==> src/bspc_pkg.sv <==
// ----------------------------------------------------------------------------
// bspc_pkg: shared types and constants
// Codes, queue entry layout and fixed widths for the byte-stuffing codec.
// ----------------------------------------------------------------------------
package bspc_pkg;

  // fixed field widths
  localparam int unsigned FuncW   = 3;
  localparam int unsigned ByteW   = 8;
  localparam int unsigned TlenW   = 10;
  localparam int unsigned KindW   = 2;
  localparam int unsigned IndexW  = 9;
  localparam int unsigned LengthW = 10;

  // stream data widths, padded to whole bytes
  localparam int unsigned InDataW  = 24;
  localparam int unsigned OutDataW = 32;

  localparam logic [ByteW-1:0] FrameCharReset = 8'h70;

  // queue between front and back
  localparam int unsigned QueueDepth = 2;
  localparam int unsigned QueuePtrW  = 1;
  localparam int unsigned QueueCntW  = 2;

  typedef enum logic [FuncW-1:0] {
    FUNC_RX_BYTE  = 3'd0,
    FUNC_TX_START = 3'd1,
    FUNC_TX_DATA  = 3'd2,
    FUNC_TX_END   = 3'd3,
    FUNC_RX_FLUSH = 3'd4
  } func_e;

  typedef enum logic [KindW-1:0] {
    KIND_RX_DATA = 2'd0,
    KIND_RX_DONE = 2'd1,
    KIND_TX_BYTE = 2'd2
  } kind_e;

  // one queued job: one or two output words
  typedef struct packed {
    kind_e              kind;
    logic               pair;   // two words: data0 then data1
    logic [ByteW-1:0]   data0;
    logic [ByteW-1:0]   data1;
    logic [LengthW-1:0] num;    // rx index or rx length
  } bspc_entry_t;

  typedef struct packed {
    logic        valid;
    bspc_entry_t entry;
  } bspc_push_t;

  typedef struct packed {
    logic        empty;
    logic        full;
  } bspc_qstat_t;

endpackage

==> src/bspc_front.sv <==
// ----------------------------------------------------------------------------
// bspc_front: item classifier
// Accepts words, tracks rx escape, rx count and tx suppress, and queues jobs.
// ----------------------------------------------------------------------------
module bspc_front import bspc_pkg::*; #(
  parameter int unsigned MaxPacket = 512
) (
  input  logic             clk_i,
  input  logic             rst_ni,
  input  logic             cfg_we_i,
  input  logic [ByteW-1:0] cfg_wdata_i,
  input  logic             fire_i,
  input  logic [FuncW-1:0] func_i,
  input  logic [ByteW-1:0] data_i,
  input  logic [TlenW-1:0] tlen_i,
  output bspc_push_t       push_o
);

  localparam int unsigned CntW = $clog2(MaxPacket + 1);
  localparam logic [CntW-1:0] CntMax = CntW'(MaxPacket);
  localparam logic [31:0] MaxWide = 32'(MaxPacket);

  logic [ByteW-1:0] frame_q;
  logic             esc_q, esc_d;
  logic [CntW-1:0]  cnt_q, cnt_d;
  logic             supp_q, supp_d;
  logic [31:0]      cnt_ext;
  logic             is_fc;
  logic             store;

  assign cnt_ext = 32'(cnt_q);
  assign is_fc   = (data_i == frame_q);

  // frame character register
  always_ff @(posedge clk_i or negedge rst_ni) begin
    if (!rst_ni) begin
      frame_q <= FrameCharReset;
    end else if (cfg_we_i) begin
      frame_q <= cfg_wdata_i;
    end
  end

  // classify the word and build the job
  always_comb begin
    esc_d  = esc_q;
    cnt_d  = cnt_q;
    supp_d = supp_q;
    store  = 1'b0;
    push_o = '0;
    if (fire_i) begin
      case (func_e'(func_i))
        FUNC_RX_BYTE: begin
          if (esc_q) begin
            esc_d = 1'b0;
            if (!is_fc) begin
              push_o.valid      = 1'b1;
              push_o.entry.kind = KIND_RX_DONE;
              push_o.entry.num  = cnt_ext[LengthW-1:0];
              cnt_d             = '0;
            end else begin
              store = 1'b1;
            end
          end else if (is_fc) begin
            esc_d = 1'b1;
          end else begin
            store = 1'b1;
          end
          // data byte, dropped past the maximum length
          if (store && (cnt_q < CntMax)) begin
            push_o.valid       = 1'b1;
            push_o.entry.kind  = KIND_RX_DATA;
            push_o.entry.data0 = data_i;
            push_o.entry.num   = {1'b0, cnt_ext[IndexW-1:0]};
            cnt_d              = cnt_q + CntW'(1);
          end
        end
        FUNC_TX_START: begin
          supp_d = (32'(tlen_i) > MaxWide);
        end
        FUNC_TX_DATA: begin
          if (!supp_q) begin
            push_o.valid       = 1'b1;
            push_o.entry.kind  = KIND_TX_BYTE;
            push_o.entry.pair  = is_fc;
            push_o.entry.data0 = data_i;
            push_o.entry.data1 = data_i;
          end
        end
        FUNC_TX_END: begin
          if (supp_q) begin
            supp_d = 1'b0;
          end else begin
            push_o.valid       = 1'b1;
            push_o.entry.kind  = KIND_TX_BYTE;
            push_o.entry.pair  = 1'b1;
            push_o.entry.data0 = frame_q;
            push_o.entry.data1 = '0;
          end
        end
        FUNC_RX_FLUSH: begin
          cnt_d = '0;
        end
        default: begin
        end
      endcase
    end
  end

  // codec state
  always_ff @(posedge clk_i or negedge rst_ni) begin
    if (!rst_ni) begin
      esc_q  <= 1'b0;
      cnt_q  <= '0;
      supp_q <= 1'b0;
    end else begin
      esc_q  <= esc_d;
      cnt_q  <= cnt_d;
      supp_q <= supp_d;
    end
  end

endmodule

==> src/bspc_queue.sv <==
// ----------------------------------------------------------------------------
// bspc_queue: job queue
// Two-entry queue between classifier and output stage.
// ----------------------------------------------------------------------------
module bspc_queue import bspc_pkg::*; (
  input  logic        clk_i,
  input  logic        rst_ni,
  input  bspc_push_t  push_i,
  input  logic        pop_i,
  output bspc_entry_t head_o,
  output bspc_qstat_t stat_o
);

  bspc_entry_t          mem_q [QueueDepth];
  logic [QueuePtrW-1:0] wr_q, rd_q;
  logic [QueueCntW-1:0] cnt_q;
  logic                 do_push, do_pop;

  assign stat_o.empty = (cnt_q == '0);
  assign stat_o.full  = (cnt_q == QueueCntW'(QueueDepth));
  assign do_push      = push_i.valid && !stat_o.full;
  assign do_pop       = pop_i && !stat_o.empty;
  assign head_o       = mem_q[rd_q];

  // entry storage
  always_ff @(posedge clk_i) begin
    if (do_push) begin
      mem_q[wr_q] <= push_i.entry;
    end
  end

  // pointers and fill count
  always_ff @(posedge clk_i or negedge rst_ni) begin
    if (!rst_ni) begin
      wr_q  <= '0;
      rd_q  <= '0;
      cnt_q <= '0;
    end else begin
      if (do_push) begin
        wr_q <= wr_q + QueuePtrW'(1);
      end
      if (do_pop) begin
        rd_q <= rd_q + QueuePtrW'(1);
      end
      if (do_push && !do_pop) begin
        cnt_q <= cnt_q + QueueCntW'(1);
      end else if (do_pop && !do_push) begin
        cnt_q <= cnt_q - QueueCntW'(1);
      end
    end
  end

endmodule

==> src/bspc_back.sv <==
// ----------------------------------------------------------------------------
// bspc_back: output stage
// Expands queued jobs into one or two output words held in a register.
// ----------------------------------------------------------------------------
module bspc_back import bspc_pkg::*; (
  input  logic                clk_i,
  input  logic                rst_ni,
  input  bspc_entry_t         head_i,
  input  bspc_qstat_t         stat_i,
  output logic                pop_o,
  output logic                valid_o,
  input  logic                ready_i,
  output logic [OutDataW-1:0] data_o,
  output logic [KindW-1:0]    kind_o,
  output logic                last_o
);

  logic                valid_q;
  logic                phase_q, phase_d;
  logic [OutDataW-1:0] data_q, data_d;
  logic [KindW-1:0]    kind_q;
  logic                last_q, last_d;
  logic                load;
  logic [ByteW-1:0]    sel_byte;

  assign load  = (!valid_q || ready_i) && !stat_i.empty;
  assign pop_o = load && (!head_i.pair || phase_q);

  // word contents
  always_comb begin
    sel_byte = phase_q ? head_i.data1 : head_i.data0;
    last_d   = !head_i.pair || phase_q;
    phase_d  = head_i.pair && !phase_q;
    case (head_i.kind)
      KIND_RX_DATA: data_d = {5'b0, {LengthW{1'b0}}, head_i.num[IndexW-1:0], head_i.data0};
      KIND_RX_DONE: data_d = {5'b0, head_i.num, {IndexW{1'b0}}, {ByteW{1'b0}}};
      KIND_TX_BYTE: data_d = {5'b0, {LengthW{1'b0}}, {IndexW{1'b0}}, sel_byte};
      default:      data_d = '0;
    endcase
  end

  // output register
  always_ff @(posedge clk_i or negedge rst_ni) begin
    if (!rst_ni) begin
      valid_q <= 1'b0;
      phase_q <= 1'b0;
    end else if (load) begin
      valid_q <= 1'b1;
      phase_q <= phase_d;
    end else if (ready_i) begin
      valid_q <= 1'b0;
    end
  end

  always_ff @(posedge clk_i) begin
    if (load) begin
      data_q <= data_d;
      kind_q <= head_i.kind;
      last_q <= last_d;
    end
  end

  assign valid_o = valid_q;
  assign data_o  = data_q;
  assign kind_o  = kind_q;
  assign last_o  = last_q;

endmodule

==> src/byte_stuffed_packet_codec.sv <==
// ----------------------------------------------------------------------------
// byte_stuffed_packet_codec: byte-stuffing framing codec
// Receive decoder and transmit encoder sharing one input and one output stream.
// ----------------------------------------------------------------------------
// Input stream (s_axis): tuser selects the operation (rx byte, tx start,
// tx data, tx end, rx flush); tdata carries the byte and the tx length.
// Output stream (m_axis): tuser gives the kind (rx data, rx packet done,
// tx line byte); tlast marks the final word caused by one input word.
// cfg_we_i/cfg_wdata_i load the frame character; write only when idle.
// The classifier writes the job into the queue when the input word is
// accepted; the output register loads it from the queue when it is empty
// or its current word is taken by the receiver.
// Throughput: one input word per cycle while the queue has room; a word
// that yields two output words (doubled frame char, packet trailer) holds
// the output register for both, so the queue fills and s_axis_tready drops.
// Words that yield nothing pass likewise, one per cycle, and only update state.
// Reset: frame character 0x70, escape, rx count and tx suppress cleared,
// queue and output register empty.
// When the receiver stalls, the output word holds, the queue fills and
// s_axis_tready goes low until room frees up.
// ----------------------------------------------------------------------------
module byte_stuffed_packet_codec import bspc_pkg::*; #(
  parameter int unsigned MAX_PACKET = 512
) (
  input  logic                clk_i,
  input  logic                rst_ni,
  input  logic                cfg_we_i,
  input  logic [ByteW-1:0]    cfg_wdata_i,
  input  logic                s_axis_tvalid,
  output logic                s_axis_tready,
  input  logic [InDataW-1:0]  s_axis_tdata,  // byte_in[7:0], tx_length[17:8]
  input  logic [FuncW-1:0]    s_axis_tuser,  // func[2:0]
  output logic                m_axis_tvalid,
  input  logic                m_axis_tready,
  output logic [OutDataW-1:0] m_axis_tdata,  // byte_out[7:0], rx_index[16:8],
                                             // rx_length[26:17]
  output logic [KindW-1:0]    m_axis_tuser,  // kind[1:0]
  output logic                m_axis_tlast   // last
);

  bspc_push_t  push;
  bspc_entry_t head;
  bspc_qstat_t qstat;
  logic        pop;
  logic        fire;

  assign s_axis_tready = !qstat.full;
  assign fire          = s_axis_tvalid && s_axis_tready;

  bspc_front #(
    .MaxPacket(MAX_PACKET)
  ) u_front (
    .clk_i      (clk_i),
    .rst_ni     (rst_ni),
    .cfg_we_i   (cfg_we_i),
    .cfg_wdata_i(cfg_wdata_i),
    .fire_i     (fire),
    .func_i     (s_axis_tuser),
    .data_i     (s_axis_tdata[ByteW-1:0]),
    .tlen_i     (s_axis_tdata[ByteW+TlenW-1:ByteW]),
    .push_o     (push)
  );

  bspc_queue u_queue (
    .clk_i (clk_i),
    .rst_ni(rst_ni),
    .push_i(push),
    .pop_i (pop),
    .head_o(head),
    .stat_o(qstat)
  );

  bspc_back u_back (
    .clk_i  (clk_i),
    .rst_ni (rst_ni),
    .head_i (head),
    .stat_i (qstat),
    .pop_o  (pop),
    .valid_o(m_axis_tvalid),
    .ready_i(m_axis_tready),
    .data_o (m_axis_tdata),
    .kind_o (m_axis_tuser),
    .last_o (m_axis_tlast)
  );

`ifndef SYNTHESIS
  // the second word of a pair follows right after the first is taken
  a_pair_follows: assert property (@(posedge clk_i) disable iff (!rst_ni)
    m_axis_tvalid && m_axis_tready && !m_axis_tlast |=> m_axis_tvalid)
    else $error("second word of a pair missing");

  // only tx words come in pairs
  a_pair_is_tx: assert property (@(posedge clk_i) disable iff (!rst_ni)
    m_axis_tvalid && !m_axis_tlast |-> m_axis_tuser == KIND_TX_BYTE)
    else $error("non-last word on an rx result");

  // a job is never offered while the queue is full
  a_no_overflow: assert property (@(posedge clk_i) disable iff (!rst_ni)
    push.valid |-> !qstat.full)
    else $error("job pushed into full queue");
`endif

endmodule

==> config.mk <==
export PLATFORM = sky130hd
export DESIGN_NAME = byte_stuffed_packet_codec
export DESIGN_NICKNAME = d
export VERILOG_FILES = /design/src/bspc_pkg.sv /design/src/bspc_front.sv /design/src/bspc_queue.sv /design/src/bspc_back.sv /design/src/byte_stuffed_packet_codec.sv
export SDC_FILE = /design/constraint.sdc
export NUM_CORES = 1
export LEC_CHECK = 0
export BUFFER_PORTS_ARGS = -buffer_cell sky130_fd_sc_hd__buf_2
export CAP_MARGIN = 5
export CORE_MARGIN = 10
export CORE_UTILIZATION = 37
export CTS_BUF_LIST = sky130_fd_sc_hd__clkbuf_16
export DETAILED_ROUTE_END_ITERATION = 6
export GPL_ROUTABILITY_DRIVEN = 0
export PLACE_DENSITY_LB_ADDON = 0.08
export RECOVER_POWER = 25
export SYNTH_ARGS = -nofsm -noshare
export SYNTH_HDL_FRONTEND = slang
export SYNTH_SLANG_ARGS = --single-unit
==> constraint.sdc <==
create_clock -name clk_i -period 3.45 [get_ports clk_i]
set_input_delay 0.69 -clock clk_i [delete_from_list [all_inputs] [get_ports clk_i]]
set_output_delay 0.69 -clock clk_i [all_outputs]
set_load 0.1 [all_outputs]
==> flow_summary.toml, run 1 <==
[sta]
fin_tns_setup_ps = 0
maxClockFrequency_mhz = 390
min_period_over_period_pct = 74.3
grt_setup_unrepaired = "no"
finalMaxSlewViolations = 59
worst_slew_pin_slew_ps = 1650
setup-violations-final = 0
clock_skew_ps = 5.86
maxSlewHeadroom_pct = -9.90
hold_viol_final = 0
fin_crit_ps = 2560
hold_slack_ps = 464

[critical_path]
crit_path_end_kind = "flop"
crit_start = "u_front.frame_q[5]"
path_class = "reg -> reg"
start_kind = "flop"
required_time_at_the_worst_slack_endpoint_ps = 3670
timing.rr.start = "u_front.frame_q[5]"
critPathMaxFanout = 8
timing.critical_path.arrival_ps = 2780

[routing]
dr_total_vias = 2916
postRouteWirelength_um = 9950
route.detailed.drc = 0
drtIter0Drc = 163
drtPass1Iterations = 4
avgRoutedWirePerCell_um = 16.2
final_antenna_net_count = 0
drt-vias-per-instance = 4.74

[floorplanning]
dieWidth_um = 135
floorplan.die_area_um2 = 18300
initial_utilization_pct = 37.4
floorplan.rows = 42
floorplan.core_area_um2 = 13100
die_height_um = 135
io_pins = 77

[job]
max-cap-violations = 2

[grt]
antenna_found_initial = 0
global_route.overflow_total = 0
first_global_vias = 3082
grt_use_total_pct = 11.6
first_pass_grt_wire_length_um = 16200
grt_start_max_net_pins = 32

[power_and_ir_drop]
leakagePower_uw = 0.00239
power_per_cell_area_nw_per_um2 = 989
vdd_drop_max_uv = 375

[placement]
dp_hpwl_um = 7180
placement.io_buffers = 65
dpl-instance-area_um2 = 5460

[layout]
commonest_cells_after_routing_fill_and_taps_aside = "edfxtp_1, buf_2, nor2_1"
area_used_by_multi_input_combinational_logic_um2 = 1490
fin_nets = 470
register_area_um2 = 3300
synthesis_to_layout_area_growth_pct = 22.4
num-fill-cells = 1230
area_of_all_placed_cells_without_fillers_um2 = 6010
final_common_cell = "edfxtp_1"
diodes = 0
drive_above_1_share_pct = 29.6
finalCoreUtilization_pct = 45.8

[yosys]
postSynthCellCount = 343
netlist-cell-type-count = 49
yosys_register_bits = 114
synthArstFlopShare_pct = 22.8
synth_enable_flop_cells = 88
syn_area_um2 = 4910
post_synth.cell_area_avg_um2 = 14.3
yosysWarningCount = 0
synth.yosys.seq_area_share_pct = 67.1
synth_top_flop_cell = "edfxtp_1"

[min_path]
worst_hold_path_type = "reg -> reg"
worst_hold_startpoint = "u_front.supp_q"

[clocking]
cts_max_path_buffers = 2
post_cts_resized = 0
post_cts_buffers = 0
clock_tree.root_cell = "clkbuf_16"
clock-sinks = 114
clk-insertion-delay-late_ps = 410
cts.reportedPaths.clkPinSlew_ps = 50
cts_tree = "yes"
cts_hold_repair.buffers = 0
h-tree-depth = 4
cts_bufs_inserted = 17

[run_status]
outcome = "complete, but fails checks"
violations = "max-capacitance violations, max-slew violations"
-- worst max-delay path, stage by stage, from the launching register on --
cell      delay, ps
dfstp_2         550
xnor2_1         120
nand4_1         190
nor2_1          210
ha_1            160
nand2b_1        110
o21a_1          190
nor3_2          410
a22oi_1         190
nor2_1          240
-- final timing paths --
check	cells past startpoint	slack, ps	end
min	1	460	u_front.supp_q
min in group asynchronous	1	650	u_back.valid_o
max reg2reg	9	890	u_queue.mem_q[1][23]
max in group asynchronous	1	1900	u_front.frame_q[7]
min reg2reg	1	460	u_front.supp_q
max	9	890	u_queue.mem_q[1][23]
-- cell usage after synthesis, drive strengths merged (3+ instances only) --
cell,count,area share (%)
a211oi,3,0.46
a21o,4,0.61
a21oi,12,1.3
a22oi,8,1.2
and2,16,2.0
and3,9,1.1
buf,9,1.5
clkbuf,4,0.31
dfrtp,23,12
dfstp,3,1.6
edfxtp,88,54
ha,4,1.0
inv,13,0.99
mux2,14,3.2
mux2i,17,3.7
mux4,5,2.3
nand2,14,1.1
nand2b,4,0.51
nand3,5,0.76
nor2,37,2.9
nor2b,3,0.38
nor3,10,1.3
nor4,3,0.38
o21ai,5,0.66
o2bb2ai,3,0.54
xnor2,10,1.8
xor2,3,0.54
-- stage by stage --
step	cells	total power [uW]	setup slack, ps
floorplan	347	3930	530
global placement	583	4300	599
detailed placement	583	4330	586
CTS	615	6040	881
global route	615	6230	712
finish	615	5940	887
-- layer usage --
layer / track usage, % / vias to the layer above / part of all wire (%)
li1: - / 1437 / -
met2: 16.5 / 77 / 43
met4: 6.16 / 0 / 2.1
met5: 0 / - / 0
met1: 14.7 / 1385 / 48
met3: 4.78 / 17 / 6.6
-- cell type report --
| type | count | area share, % |
|---|---|---|
| multi-input cells | 207 | 24.8 |
| well taps | 176 | 3.66 |
| flip-flops and latches | 114 | 54.9 |
| inverters | 13 | 0.812 |
| repair buffers | 73 | 6.31 |
| clock inverters | 15 | 2.50 |
| clock buffers | 17 | 7.08 |
-- state kept, by name (all words and copies together) (netlist names) --
register,cells
u_front.supp_q,1
u_back.valid_o,1
u_back.data_o,27
u_front.esc_q,1
u_back.kind_o,2
u_front.cnt_q,10
u_back.last_o,1
u_queue.wr_q,1
u_back.phase_q,1
u_front.frame_q,8
u_queue.cnt_q,2
u_queue.mem_q,58
u_queue.rd_q,1
-- cells by family (layout without fill, tap and decap cells) --
group | after synthesis | count (layout) | synth area share, %
AO/OA/AOI/OAI | 41 | 41 | 5.81
XOR/XNOR | 13 | 13 | 2.32
adder cells (fa/ha/maj) | 4 | 4 | 1.02
buffers and inverters | 26 | 118 | 2.78
flip-flops | 114 | 114 | 67.1
multiplexers | 36 | 36 | 9.22
other | 1 | 5 | 0.0764
AND/OR/NAND/NOR | 108 | 108 | 11.6
-- where the power goes --
| part | internal, uW | switching [uW] | leakage (uW) |
|---|---|---|---|
| logic | 466 | 1780 | 0.000971 |
| clock network | 1110 | 581 | 0.000289 |
| registers | 1870 | 143 | 0.00113 |
(Power assumes the default switching activity.)
==> inputs of run 2 (changes only) <==
clock period = 2.15 ns   (was 3.45 ns; I/O delays follow)
==> run 2 against run 1 <==
  * The flow finishes with violations (negative setup slack)
  * Sequential power increased by 59%
  * Combinational power is 72% higher
  * Clock power is 53% higher
  * Maximum frequency is 13% higher
  * Largest power group unchanged
  * Worst setup slack worse by 1000 ps
  * Via count increased by 1.5%
  * Register-to-register slack got worse by 1000 ps
  * Count of clock-buffer cells in the layout unchanged
  * Design area increased by 7.5%
  * Critical path type unchanged
  * First-iteration DRC count is 33% lower
==> flow_summary.toml, run 2 (same netlist as run 1, synthesis figures left out) <==
[run_status]
outcome = "complete, but fails checks"
violations = "negative setup slack"

[routing]
dr_total_vias = 2961
drtPass1Iterations = 4
avgRoutedWirePerCell_um = 15.0
final_antenna_net_count = 0
postRouteWirelength_um = 9700
route.detailed.drc = 0
drtIter0Drc = 110
drt-vias-per-instance = 4.57

[layout]
fin_nets = 503
drive_above_1_share_pct = 41.1
commonest_cells_after_routing_fill_and_taps_aside = "edfxtp_1, buf_2, buf_4"
area_used_by_multi_input_combinational_logic_um2 = 1660
final_common_cell = "edfxtp_1"
largest_reg_flops = 58
num-fill-cells = 1205
synthesis_to_layout_area_growth_pct = 31.5
regMostFlops = "u_queue.mem_q"
area_of_all_placed_cells_without_fillers_um2 = 6460
register_area_um2 = 3300
diodes = 0

[sta]
hold_viol_final = 0
finalMaxSlewViolations = 0
setup-violations-final = 82
maxClockFrequency_mhz = 442
fin_crit_ps = 2260
fin_tns_setup_ps = -6230
worst_slew_pin_slew_ps = 1470
maxSlewHeadroom_pct = 1.71
clock_skew_ps = 8.54
grt_setup_unrepaired = "yes"
min_period_over_period_pct = 105
worst_slack_ps = -115

[min_path]
hold-path-endpoint = "u_back.valid_o"
worst_hold_path_type = "in -> reg"
timing.hold.worst_path_depth = 2
worst_hold_startpoint = "m_axis_tready"

[critical_path]
timing.critical_path.arrival_ps = 2380
r2r.worst_path.cells = 9
cp_cell_sequence = "xnor2_1 -> nand4_1 -> nor2_2 -> ha_1 -> nor2b_4 -> nor2_2 -> o21ai_4 -> nor2b_4 -> buf_6"
timing.critical_path.slowest_stage_cell = "dfstp_2"
setup.reg_to_reg.worst_slack_ps = -110
critPathMaxFanout = 9
timing.rr.start = "u_front.frame_q[5]"
start_kind = "flop"
path_class = "reg -> reg"
timing.rr.end = "u_queue.mem_q[0][23]"
required_time_at_the_worst_slack_endpoint_ps = 2260
timing.critical_path.slowest_cell_delay_ps = 530
crit_path_end_kind = "flop"

[floorplanning]
floorplan.die_area_um2 = 18300
initial_utilization_pct = 37.4
dieWidth_um = 135
die_height_um = 135
io_pins = 77
floorplan.rows = 42
floorplan.core_area_um2 = 13100

[grt]
global_route.overflow_total = 0
antenna_found_initial = 0
first_pass_grt_wire_length_um = 15900
grt_use_total_pct = 11.3
grt_start_max_net_pins = 32
first_global_vias = 3073

[power_and_ir_drop]
total_power_uw = 9640
power_per_cell_area_nw_per_um2 = 1490
leakagePower_uw = 0.00258
vdd_drop_max_uv = 446

[placement]
placement.io_buffers = 65
dpl-instance-area_um2 = 5730
dp_hpwl_um = 7210

[clocking]
cts.reportedPaths.clkPinSlew_ps = 50
cts_bufs_inserted = 17
cts_max_path_buffers = 2
clock_tree.root_cell = "clkbuf_16"
h-tree-depth = 4
clock-sinks = 114
clk-insertion-delay-late_ps = 410
cts_tree = "yes"

[job]
max-cap-violations = 0
[run 2: changes by cell type in the layout (fill, tap and decap cells not counted), moves of 3 or more]
cell / delta
a22oi_1: -8
a22oi_2: +8
buf_12: +3
buf_4: +21
buf_6: +3
nor2_1: -10
nor2_2: +10
o2bb2ai_1: -3
o2bb2ai_2: +3
[run 2: what timing repair did]
action	4_1_cts	5_1_grt
resized for setup	23	21
setup buffers	1	5
hold buffers	0	0
endpoints found under the setup margin	88	102
pin swaps	18	15
cloned	0	0
[run 2: worst max path at each step]
| stage | slack (ps) | depth (start not counted) | to | from |
|---|---|---|---|---|
| 2_1_floorplan | -190 | 8 | u_queue.mem_q[0][0] | u_front.frame_q[5] |
| 3_3_place_gp | -260 | 10 | u_queue.mem_q[0][23] | s_axis_tdata[2] |
| 3_5_place_dp | -300 | 10 | u_queue.mem_q[0][23] | s_axis_tdata[2] |
| 4_1_cts | -120 | 9 | u_queue.mem_q[1][1] | u_front.frame_q[5] |
| 5_1_grt | -240 | 9 | u_queue.mem_q[0][14] | u_front.frame_q[5] |
| 6_report | -110 | 9 | u_queue.mem_q[0][23] | u_front.frame_q[5] |
[run 2: metal layers]
layer  GRT usage, %  share of wire (%)
met1           14.7                 48
met2           15.7                 44
met3           5.30                6.6
met4           5.02                1.3
met5              0                  0
[run 2: area by class of cell]
class	count	share of cell area [%]
flip-flops and latches	114	51.1
well taps	176	3.41
clock buffers	17	6.59
multi-input cells	207	25.6
clock inverters	15	2.01
inverters	13	0.755
repair buffers	106	10.5
[run 2: report_power, final]
group,switching [uW],internal (uW),total (uW)
clock,922,1670,2590
combinational,2950,911,3860
sequential,202,2980,3190
[run 2: per-stage QoR]
stage | hold slack, ps | utilization, % | std cells | worst slack (ps)
finish | 228 | 49.2 | 648 | -115
floorplan | 134 | - | 347 | -187
global placement | 457 | 43.6 | 614 | -264
detailed placement | 478 | 43.6 | 614 | -303
CTS | 49.7 | 48.6 | 647 | -120
global route | 207 | 49.2 | 648 | -243
[run 2: worst max-delay path, delay by kind of cell (launching register included)]
kind / cells / cell delay, ps
adders and majority gates: 1 / 150
DFF: 1 / 530
xor gates and xnor gates: 1 / 110
and+or+nand+nor: 5 / 790
buffers and inverters: 1 / 180
AOI/OAI and AO/OA: 1 / 200
==> inputs of run 3 (changes only) <==
SLEW_MARGIN = 15   (was not set)
clock period = 2.1 ns   (was 2.15 ns; I/O delays follow)
==> run 3 against run 2 <==
  * The run still ends with negative setup slack left
  * Critical path depth did not move
  * Via count is 1.9% higher
  * Routed wire length rose by 3.4%
  * Power up 5.1%
  * Design area is 1.7% higher
  * Clock skew is 0.84 ps lower
  * Global-route usage up 0.30 points
  * Critical path type unchanged
  * Highest routed layer unchanged
==> flow_summary.toml, run 3 (same netlist as run 1, synthesis figures left out) <==
[power_and_ir_drop]
leakagePower_uw = 0.00265
power_per_cell_area_nw_per_um2 = 1540
vdd_drop_max_uv = 593
total_power_uw = 10100

[placement]
dpl-instance-area_um2 = 5730
placement.io_buffers = 65
numPlacedInstances = 614
dp_hpwl_um = 7320
preCtsSetupSlack_ps = -298

[layout]
synthesis_to_layout_area_growth_pct = 33.8
diodes = 0
final_common_cell = "edfxtp_1"
area_of_all_placed_cells_without_fillers_um2 = 6570
largest_reg_flops = 58
commonest_cells_after_routing_fill_and_taps_aside = "edfxtp_1, buf_2, buf_4"
regMostFlops = "u_queue.mem_q"
fin_cells = 655
drive_above_1_share_pct = 40.9
fin_nets = 510

[sta]
setup-violations-final = 87
worst_slack_ps = -141
hold_viol_final = 0
grt_setup_unrepaired = "yes"
finalMaxSlewViolations = 0
maxSlewHeadroom_pct = 1.28
clock_skew_ps = 7.71
fin_crit_ps = 2240
worst_slew_pin_slew_ps = 1480
maxClockFrequency_mhz = 446
min_period_over_period_pct = 107

[grt]
grt_start_max_net_pins = 32
grt_use_total_pct = 11.6
antenna_found_initial = 0
first_pass_grt_wire_length_um = 16400
global_route.overflow_total = 0
first_global_vias = 3147

[routing]
postRouteWirelength_um = 10000
dr_total_vias = 3016
avgRoutedWirePerCell_um = 15.3
final_antenna_net_count = 0
route.detailed.drc = 0
drtIter0Drc = 125
drt-vias-per-instance = 4.60
drtPass1Iterations = 4

[clocking]
clock_tree.root_cell = "clkbuf_16"
h-tree-depth = 4
clk-insertion-delay-late_ps = 410
cts_tree = "yes"
cts_max_path_buffers = 2
cts.reportedPaths.clkPinSlew_ps = 50
cts_bufs_inserted = 17
clock-sinks = 114

[critical_path]
timing.critical_path.arrival_ps = 2360
start_kind = "flop"
required_time_at_the_worst_slack_endpoint_ps = 2220
path_class = "reg -> reg"
crit_start = "u_front.frame_q[5]"
crit_path_end_kind = "flop"
critPathMaxFanout = 10
timing.rr.start = "u_front.frame_q[5]"

[floorplanning]
dieWidth_um = 135
floorplan.rows = 42
floorplan.die_area_um2 = 18300
floorplan.core_area_um2 = 13100
io_pins = 77
initial_utilization_pct = 37.4
die_height_um = 135

[run_status]
violations = "negative setup slack"
outcome = "complete, but fails checks"

[min_path]
worst_hold_startpoint = "m_axis_tready"
worst_hold_path_type = "in -> reg"

[job]
max-cap-violations = 0
-- run 3: changes by cell type in the layout (fill, tap and decap cells not counted), moves of 2 or more --
cell,change
inv_1,-3
clkinvlp_4,-4
buf_4,+5
bufinv_16,+2
clkinv_1,+4
clkbuf_16,+2
-- run 3: power by group --
group	internal, uW	switching (uW)
sequential	3060	203
clock	1950	946
combinational	957	3020
total	5960	4170
-- run 3: critical path, stage by stage (launching register included) --
cell,delay [ps]
dfstp_2,540
xnor2_1,110
nand4_1,160
nor2_2,150
ha_1,160
nor2b_4,150
nor2_2,50
o21ai_4,180
nor2b_4,280
buf_8,170
-- run 3: area by class of cell --
type                    count  area (um2)
fillers                  1158        6570
multi-input cells         207        1640
well taps                 176         220
inverters                  13        48.8
repair buffers            113         764
flip-flops and latches    114        3300
clock buffers              17         425
clock inverters            15         173
-- run 3: worst paths after layout --
check,end,slack [ps],depth (start not counted)
hold reg to reg,u_front.supp_q,470,1
max in group asynchronous,u_back.valid_o,780,1
setup / recovery,u_queue.mem_q[0][6],-140,9
setup reg to reg,u_queue.mem_q[0][6],-140,9
min in group asynchronous,u_front.cnt_q[5],360,1
hold / removal,u_back.valid_o,210,2
-- run 3: through the flow --
stage                     TNS, ps  hold WS (ps)  util, %
after floorplan            -11930           124        -
after global placement     -18230           453     43.6
after detailed placement   -19470           460     43.6
after CTS                  -10380          26.1     49.0
after global routing       -20160           216     50.0
final                       -8590           211     50.0
-- run 3: repair_timing --
action                     CTS  global route
setup endpoints to repair   88           101
pin swaps                   18             9
gates cloned                 0             4
gates resized for setup     21            21
hold buffers                 0             0
buffers inserted             3             4
-- run 3: routing by layer --
metal | track usage, % | up-vias | routed length [um]
met5 | 0 | - | 0
met4 | 6.46 | 0 | 125
met3 | 4.34 | 9 | 615
met2 | 16.2 | 82 | 4490
met1 | 15.1 | 1404 | 4800
li1 | - | 1521 | -
